$ cat src/hdl/arwd_pkg.sv
// Package for the addressed register write decoder: state and result types,
// register indexes, reset values and the fixed target length table.
// No dependencies.
`timescale 1ns / 1ps

package arwd_pkg;

    // Field widths
    localparam int ByteW  = 8;
    localparam int CfgIdxW = 2;

    // Configuration register indexes
    localparam logic [CfgIdxW-1:0] CfgDotIndexAddr = 2'd0;
    localparam logic [CfgIdxW-1:0] CfgDotsTarget   = 2'd1;
    localparam logic [CfgIdxW-1:0] CfgDotsLength   = 2'd2;

    // Configuration reset values
    localparam logic [ByteW-1:0] RstDotIndexAddr = 8'd34;
    localparam logic [ByteW-1:0] RstDotsTarget   = 8'd33;
    localparam logic [ByteW-1:0] RstDotsLength   = 8'd243;

    // Fixed table
    localparam logic [ByteW-1:0] ArrayLen      = 8'd8;
    localparam logic [ByteW-1:0] LastFixedTgt  = 8'd37;

    typedef struct packed {
        logic [ByteW-1:0] dot_index_address;
        logic [ByteW-1:0] dots_target;
        logic [ByteW-1:0] dots_length;
    } t_cfg;

    typedef struct packed {
        logic [ByteW-1:0] current_target;
        logic [ByteW-1:0] write_position;
        logic             index_received;
    } t_state;

    typedef struct packed {
        logic [ByteW-1:0] write_byte;
        logic [ByteW-1:0] write_offset;
        logic [ByteW-1:0] write_target;
    } t_result;

    // Length of a fixed-table target, 0 when the target is unknown
    function automatic logic [ByteW-1:0] fixed_length(input logic [ByteW-1:0] tgt);
        logic [ByteW-1:0] len;
        len = '0;
        if (tgt == 8'd2 || tgt == 8'd3 || tgt == 8'd35) begin
            len = ArrayLen;
        end else if (tgt <= LastFixedTgt && tgt != 8'd33 && tgt != 8'd34) begin
            len = 8'd1;
        end
        return len;
    endfunction

endpackage

$ cat src/hdl/arwd_decode.sv
// Word decoder: turns one received word and the current write state into
// the next state and at most one write. Uses arwd_pkg.
`timescale 1ns / 1ps

module arwd_decode (
    input  logic                    i_is_address,
    input  logic [arwd_pkg::ByteW-1:0] i_rx_byte,
    input  arwd_pkg::t_cfg          i_cfg,
    input  arwd_pkg::t_state        i_state,
    output arwd_pkg::t_state        o_state,
    output logic                    o_res_valid,
    output arwd_pkg::t_result       o_res
);

    logic [arwd_pkg::ByteW-1:0] len;

    // Length of the current target: dots array takes precedence over the table
    always_comb begin
        if (i_state.current_target == i_cfg.dots_target) begin
            len = i_cfg.dots_length;
        end else begin
            len = arwd_pkg::fixed_length(i_state.current_target);
        end
    end

    // Decide the write and advance the state
    always_comb begin
        o_state     = i_state;
        o_res_valid = 1'b0;
        o_res.write_target = i_state.current_target;
        o_res.write_offset = i_state.write_position;
        o_res.write_byte   = i_rx_byte;

        if (i_is_address) begin
            // Select a new target and rewind
            o_state.current_target = i_rx_byte;
            o_state.write_position = '0;
        end else if (i_state.current_target == i_cfg.dot_index_address) begin
            if (!i_state.index_received) begin
                // First byte is the dot index
                o_state.write_position = i_rx_byte;
                o_state.index_received = 1'b1;
            end else begin
                o_state.index_received = 1'b0;
                o_res.write_target     = i_cfg.dots_target;
                o_res_valid            = (i_state.write_position < i_cfg.dots_length);
            end
        end else if (len == 8'd1) begin
            // Single register: overwrite in place
            o_res.write_offset = '0;
            o_res_valid        = 1'b1;
        end else if (len != '0 && i_state.write_position < len) begin
            // Array fill at successive offsets, drop once full
            o_res_valid            = 1'b1;
            o_state.write_position = i_state.write_position + 8'd1;
        end
    end

endmodule

$ cat src/hdl/addressed_register_write_decoder_unit.sv
// Addressed register write decoder, top level: configuration registers,
// write state, result register with skid stage. Uses arwd_pkg, arwd_decode.
`timescale 1ns / 1ps

// Usage
//   Slave stream: one received 9-bit word per request; tuser carries the
//   ninth (address) bit, tdata the eight data bits.
//   Master stream: one write request (target, offset, byte) for each data
//   word that lands in a known target; address words and dropped bytes give
//   nothing.
//   Configuration channel: index 0 dot index address, 1 dots target,
//   2 dots length; always ready, write only while the streams are idle.
// Write path and throughput
//   A write is registered in the result or, on a stall, the skid stage. One word
//   is accepted every cycle while the skid stage is empty; the decode is a single
//   compare and increment path from the state registers into the result register.
// Reset
//   i_rst_n low clears the write state and the result stages and loads the
//   register defaults (34, 33, 243).
// Stall
//   While the receiver holds tready low, one further write is parked in the
//   skid stage; o_s_tready then drops until the result register drains.
module addressed_register_write_decoder_unit (
    input  logic        i_clk,
    input  logic        i_rst_n,
    // Slave stream
    input  logic        i_s_tvalid,
    output logic        o_s_tready,
    input  logic [7:0]  i_s_tdata,   // [7:0] rx_byte
    input  logic        i_s_tuser,   // [0] is_address
    // Master stream
    output logic        o_m_tvalid,
    input  logic        i_m_tready,
    output logic [23:0] o_m_tdata,   // [7:0] write_target, [15:8] write_offset,
                                     // [23:16] write_byte
    // Configuration write channel
    input  logic        i_cfg_valid,
    output logic        o_cfg_ready,
    input  logic [arwd_pkg::CfgIdxW-1:0] i_cfg_index,
    input  logic [arwd_pkg::ByteW-1:0]   i_cfg_data
);

    arwd_pkg::t_cfg    r_cfg;
    arwd_pkg::t_state  r_state;
    arwd_pkg::t_state  n_state;
    arwd_pkg::t_result n_res;
    logic              n_res_valid;

    arwd_pkg::t_result r_out;
    logic              r_out_valid;
    arwd_pkg::t_result r_skid;
    logic              r_skid_valid;

    logic s_accept;
    logic out_free;

    assign o_cfg_ready = 1'b1;
    assign o_s_tready  = !r_skid_valid;
    assign s_accept    = i_s_tvalid && o_s_tready;
    assign out_free    = !r_out_valid || i_m_tready;

    assign o_m_tvalid = r_out_valid;
    assign o_m_tdata  = r_out;

    // Hold configuration registers
    always_ff @(posedge i_clk) begin
        if (!i_rst_n) begin
            r_cfg.dot_index_address <= arwd_pkg::RstDotIndexAddr;
            r_cfg.dots_target       <= arwd_pkg::RstDotsTarget;
            r_cfg.dots_length       <= arwd_pkg::RstDotsLength;
        end else if (i_cfg_valid) begin
            case (i_cfg_index)
                arwd_pkg::CfgDotIndexAddr: r_cfg.dot_index_address <= i_cfg_data;
                arwd_pkg::CfgDotsTarget:   r_cfg.dots_target       <= i_cfg_data;
                arwd_pkg::CfgDotsLength:   r_cfg.dots_length       <= i_cfg_data;
                default: ;
            endcase
        end
    end

    arwd_decode u_decode (
        .i_is_address (i_s_tuser),
        .i_rx_byte    (i_s_tdata),
        .i_cfg        (r_cfg),
        .i_state      (r_state),
        .o_state      (n_state),
        .o_res_valid  (n_res_valid),
        .o_res        (n_res)
    );

    // Advance write state on each accepted word
    always_ff @(posedge i_clk) begin
        if (!i_rst_n) begin
            r_state <= '0;
        end else if (s_accept) begin
            r_state <= n_state;
        end
    end

    // Result register and skid stage
    always_ff @(posedge i_clk) begin
        if (!i_rst_n) begin
            r_out_valid  <= 1'b0;
            r_skid_valid <= 1'b0;
        end else begin
            if (out_free) begin
                if (r_skid_valid) begin
                    r_out_valid  <= 1'b1;
                    r_skid_valid <= 1'b0;
                end else begin
                    r_out_valid <= s_accept && n_res_valid;
                end
            end else if (s_accept && n_res_valid) begin
                r_skid_valid <= 1'b1;
            end
        end
    end

    // Payload moves without reset
    always_ff @(posedge i_clk) begin
        if (out_free) begin
            if (r_skid_valid) begin
                r_out <= r_skid;
            end else if (s_accept && n_res_valid) begin
                r_out <= n_res;
            end
        end else if (s_accept && n_res_valid) begin
            r_skid <= n_res;
        end
    end

endmodule

$ cat config.mk
export PLATFORM = sky130hd
export DESIGN_NAME = addressed_register_write_decoder_unit
export DESIGN_NICKNAME = d
export VERILOG_FILES = /design/src/hdl/arwd_pkg.sv /design/src/hdl/arwd_decode.sv /design/src/hdl/addressed_register_write_decoder_unit.sv
export SDC_FILE = /design/constraint.sdc
export NUM_CORES = 1
export LEC_CHECK = 0
export ABC_AREA = 1
export ABC_CLOCK_PERIOD_IN_PS = 4900
export BUFFER_PORTS_ARGS = -buffer_cell sky130_fd_sc_hd__buf_4
export CELL_PAD_IN_SITES_DETAIL_PLACEMENT = 0
export CELL_PAD_IN_SITES_GLOBAL_PLACEMENT = 1
export CORE_AREA = 2 2 110 112
export CTS_CLUSTER_DIAMETER = 120
export DETAILED_ROUTE_END_ITERATION = 10
export DIE_AREA = 0 0 112 114
export PLACE_DENSITY_LB_ADDON = 0.1
export SLEW_MARGIN = 20
export SYNTH_ARGS = -nofsm -noshare
export SYNTH_HDL_FRONTEND = slang
export SYNTH_HIERARCHICAL = 1
export SYNTH_SLANG_ARGS = --single-unit
$ cat constraint.sdc
create_clock -name i_clk -period 4.9 [get_ports i_clk]
set_input_delay 0.245 -clock i_clk [delete_from_list [all_inputs] [get_ports i_clk]]
set_output_delay 0.245 -clock i_clk [all_outputs]
set_load 0.005 [all_outputs]
* Word level (Yosys, flattened, before mapping)
Cells that the tools add are included.
Word-level totals: flip-flop bits (word level) 91, bits of input ports 24, output and inout port bits 27
Operators by class: add/subtract/negate cells 1, magnitude comparators 3, equal/unequal tests 12, multiplexer cells 22, bitwise operators 3, reductions and logical operators 23
Operators by type and width (number):
- 2-to-1 mux 8 bit | 11
- 2-to-1 mux 24 bit | 2
- == test 8 x 2 -> 1 bit, second input constant | 2
- == test 8 bit | 2
- < comparator 8 bit | 2
- 2-to-1 mux 16 bit | 1
- != test 8 x 6 -> 1 bit, second input constant | 2
- AND reduction 2 bit | 6
- adder 8 x 1 -> 8 bit, second input constant | 1
- == test 8 x 1 -> 1 bit, second input constant | 1
- == test 8 x 6 -> 1 bit, second input constant | 1
- less-or-equal comparator 8 x 6 -> 1 bit, second input constant | 1
- 2-to-1 mux 1 bit | 8
- nonzero test 8 bit | 1
- logical AND 1 bit | 5
- AND reduction 4 bit | 1
- logical OR 1 bit | 3
- != test 3 x 2 -> 1 bit, second input constant | 1
- != test 3 bit, second input constant | 1
- NOT 1 bit | 3
- AND reduction 3 bit | 1
- nonzero test 3 bit | 1
- == test 2 x 1 -> 1 bit, second input constant | 1
- == test 2 bit, second input constant | 1
- other kinds (4) | 5

* Longest topological paths before layout
depth after elaboration 15, mapped depth 23

* By module
The synthesis kept the hierarchy.
By module, submodules not included:
- addressed_register_write_decoder_unit | times used 1, cells each 351, area each 3448.3 µm², seq. area each 2302.2 µm²
- arwd_decode | times used 1, cells each 274, area each 1498.9 µm², seq. area each 0.0 µm²

* Worst setup path after synthesis
OpenSTA, ideal clock, no wires.
path type reg-to-reg, start point reg r_state[10] in the netlist's numbering, end point reg r_out, in the netlist o_m_tdata[0], enable pin, library setup time 413 ps, arrival 3411 ps, slack 1076 ps, cell stages (with the launch flop) 16, buffers on the path 1, cell sequence dfxtp_1 -> xnor2_1 -> nand2_2 -> nor2_4 -> nand2_4 -> inv_6 -> nand2_1 -> ha_1 -> a21oi_1 -> o21ai_0 -> nor2_4 -> buf_6 -> nand3_1 -> a21oi_1 -> a21oi_1 -> a21oi_1
On the way: word-level cells in the longest chain between the ends 15
Ends and longest elaborated chain:
- from (decl) | line addressed_register_write_decoder_unit.sv:44 | arwd_pkg::t_state r_state;
- from (signal assigned) | line addressed_register_write_decoder_unit.sv:96 | r_state <= n_state;
- less-or-equal comparator 8 x 6 -> 1 bit or != test 8 x 6 -> 1 bit (tied branches) | line arwd_pkg.sv:50 | end else if (tgt <= LastFixedTgt && tgt != 8'd33 && tgt != 8'd34) begin
- logical AND 1 bit (2 in series) | line arwd_pkg.sv:50
- 2-to-1 mux 1 bit | line arwd_pkg.sv:50
- 2-to-1 mux 8 bit | line arwd_pkg.sv:48 | if (tgt == 8'd2 || tgt == 8'd3 || tgt == 8'd35) begin
- 2-to-1 mux 8 bit | line arwd_decode.sv:19 | if (i_state.current_target == i_cfg.dots_target) begin
- < comparator 8 bit or nonzero test 8 bit (tied branches) | line arwd_decode.sv:52 | end else if (len != '0 && i_state.write_position < len) begin
- logical AND 1 bit | line arwd_decode.sv:52
- 2-to-1 mux 1 bit | line arwd_decode.sv:52
- 2-to-1 mux 1 bit | line arwd_decode.sv:48 | end else if (len == 8'd1) begin
- 2-to-1 mux 1 bit (*) | line arwd_decode.sv:38 | end else if (i_state.current_target == i_cfg.dot_index_address) begin
- 2-to-1 mux 1 bit (*) | line arwd_decode.sv:34 | if (i_is_address) begin
- via n_res_valid | line addressed_register_write_decoder_unit.sv:47 | logic n_res_valid;
- logical AND 1 bit (*) | line addressed_register_write_decoder_unit.sv:124 | end else if (s_accept && n_res_valid) begin
- nonzero test 2 bit (no source line) (*)
- AND reduction 2 bit (no source line) (*)
- to (signal assigned) | line addressed_register_write_decoder_unit.sv:123 | r_out <= r_skid;
- to (signal assigned) | line addressed_register_write_decoder_unit.sv:125 | r_out <= n_res;
- to (decl) | line addressed_register_write_decoder_unit.sv:49 | arwd_pkg::t_result r_out;
Mark *: on every way through the listed nets, which the timed path passes. The rest lies on a longest branch. A chain may end at the register's enable or synchronous reset.

* Worst setup path after layout
start point reg r_state[15] in the netlist's numbering, end point reg r_out, in the netlist o_m_tdata[1], enable pin
Same word-level chain as after synthesis.

==> impl_metrics.tcl <==
set metrics [dict create \
    outcome "finished, final reports clean" \
    clock-skew-final_ns 0.00685 \
    row_count 40 \
    nFillCells 1145 \
    design.core.area_um2 11700 \
    cp-end-kind "flop" \
    setup_viol 0 \
    drt_iter0_drc 278 \
    drt-met1-wl_um 5800 \
    vias_per_cell 5.04 \
    arrival_ns 3.36 \
    cts_num_sinks 91 \
    grt.overflow.total 0 \
    antenna_found_initial 0 \
    relSlewSlack_pct 55.5 \
    hp-class "input port to flop" \
    syn2layout_area_growth_pct 14.0 \
    vias 4069 \
    rsz0062_at_grt "no" \
    top_layer_used "met4" \
    fmaxAchievable_ghz 0.299 \
    clockBufferDepth 2 \
    cap_violations 0 \
    p_per_area_nw_per_um2 338 \
    root_buffer "clkbuf_16" \
    pwr-share-clk_pct 40.4 \
    synth_area_leaders "edfxtp_1, dfxtp_1, nand2_1, nor2_1, inv_1" \
    design.portCount 51 \
    tritoncts "built" \
    ant_nets 0 \
    slew_violations 0 \
    r2r_setup_slack_ns 1.56 \
    wl_met2_um 5550 \
    intPower_w 0.00141 \
    placed_cell_area_um2 5310 \
    path_class "flop to flop" \
    yosys_warnings 6 \
    cts-resized-gates 0 \
    switching_share_pct 26.2 \
    ir_drop_mv 0.220 \
    drt_wl_total_um 12200 \
    clk_latency_ns 0.34 \
    power_switching_w 0.000501 \
    ys_types 35 \
    period_share_pct 68.2 \
    grt_pass1_wl_um 20100 \
    path_clk_slew_ns 0.07 \
    ys_seq_elements 91 \
    synth.net_count 664 \
    die_h_um 114 \
    grt_max_degree 43 \
    finalSetupTns_ns 0 \
    routabilityCongestion 0.860 \
    seq_area_frac_synth_pct 46.5 \
    die_w_um 112 \
    hold_viol 0 \
    numCtsBuffers 9 \
    syn_avg_cell_area_um2 7.92 \
    cts_setup_buffers 0 \
    tightest_slew_ns 0.665 \
    grt_pass1_vias 3827 \
    design_area_um2 5640 \
    synth_largest_area_cell "edfxtp_1" \
    start_kind "flop" \
    diodes 0 \
    wl_per_cell_um 15.1 \
    drcViolationCount 0 \
    crit_required_ns 4.92 \
    cts_hold_buf 0 \
    final_cell_mix "nand2_1, nor2_1, inv_1, buf_4, edfxtp_1" \
    route.met3.wl_um 555 \
    post_route_cells_drive_above_1_share_pct 14.7 \
    postSynthCellCount 625 \
    finalCriticalPeriod_ns 3.34 \
    drt-pass1-iter-count 4 \
    htree_levels 3 \
    synth_top_area_share_pct 29.1 \
    syn_area_um2 4950 \
    p_seq_share_pct 45.8 \
    power_frac_comb_pct 13.8 \
    critPathMaxFanout 24 \
    port-buffer-count 49 \
    hpwl_um 8790 \
    p_leak_nw 2.67 \
    gr-usage-all-layers_pct 20.2 \
    start_util_pct 42.2 \
    die-area_um2 12800 \
    fin_nets 695 \
    layout_commonest_cell "nand2_1" \
]
-- cells by family (layout without fill, tap and decap cells) --
family | after synthesis | count (layout) | synth area share (%)
AO/OA/AOI/OAI | 69 | 69 | 7.56
XOR/XNOR | 15 | 15 | 2.66
other | 1 | 1 | 0.0758
flip-flops | 91 | 91 | 46.5
buffers and inverters | 103 | 139 | 10.1
AND/OR/NAND/NOR | 331 | 331 | 29.3
adder cells (fa/ha/maj) | 15 | 15 | 3.79
-- critical path: stages, from the launching register on --
cell and delay [ns]:
dfxtp_1 0.42, xnor2_1 0.14, nand2_1 0.11, nor2_4 0.16
nand2_4 0.08, inv_6 0.09, nand2_1 0.08, ha_1 0.30
a21oi_1 0.16, o21ai_0 0.16, nor2_4 0.37, nand3_1 0.12
a21oi_1 0.23, a21oi_1 0.15, a21oi_2 0.11, buf_4 0.31
-- state kept, by name (all words and copies together), names as in the netlist --
signal	flops
r_skid	24
r_skid_valid	1
r_state	17
o_m_tvalid	1
r_cfg	24
o_m_tdata	24
-- area by class of cell --
cell class | count | area, um2 | area share [%]
clock inverters | 6 | 95.1 | 1.69
multi-input cells | 431 | 2150 | 38.2
well taps | 147 | 184 | 3.26
inverters | 71 | 277 | 4.90
clock buffers | 10 | 239 | 4.24
flip-flops and latches | 91 | 2300 | 40.8
repair buffers | 52 | 390 | 6.92
-- Yosys cell counts, drive strengths merged --
| library cell | n |
|---|---|
| nor4 | 3 |
| nor3 | 3 |
| edfxtp | 48 |
| nand4 | 14 |
| a21oi | 29 |
| xor2 | 8 |
| clkbuf | 9 |
| inv | 71 |
| xnor2 | 7 |
| ha | 15 |
| nand3 | 44 |
| o211ai | 2 |
| a211oi | 3 |
| nand2 | 185 |
| conb | 1 |
| buf | 23 |
| nor2 | 82 |
| dfxtp | 43 |
| o21ai | 33 |
| a41oi | 1 |
| a31oi | 1 |
-- through the flow --
step	utilization, %	std cells	hold slack (ns)	power, W	worst slack, ns
global placement	45.3	792	0.470	0.00115	1.71
CTS	48.2	808	0.115	0.00193	1.59
finish	48.2	808	0.130	0.00191	1.56
floorplan	-	625	0.377	0.00107	1.08
global route	48.2	808	0.120	0.00200	1.26
detailed placement	45.3	792	0.471	0.00115	1.61
-- path summary, 6_finish.rpt --
path | from | end | cells past startpoint
worst min-delay path | i_s_tdata[0] | r_skid[16] | 1
worst max-delay path | r_state[15] | o_m_tdata[1] | 15
worst min register to register | r_cfg[21] | r_cfg[21] | 2
worst max register to register | r_state[15] | o_m_tdata[1] | 15
-- power by group through the flow --
stage               Combinational, W  Sequential, W  Clock (W)
floorplan                   0.000184       0.000884          0
global placement            0.000258       0.000890          0
detailed placement          0.000262       0.000891          0
CTS                         0.000263       0.000874   0.000791
global route                0.000298       0.000879   0.000823
finish                      0.000263       0.000874   0.000771
-- metal layers --
metal  track usage, %  up-vias
li1                 -     2067
met1             27.5     1866
met2             31.4      117
met3             3.19       19
met4             10.0        0
met5                0        -
No activity file was read; power rests on OpenSTA's default activity.
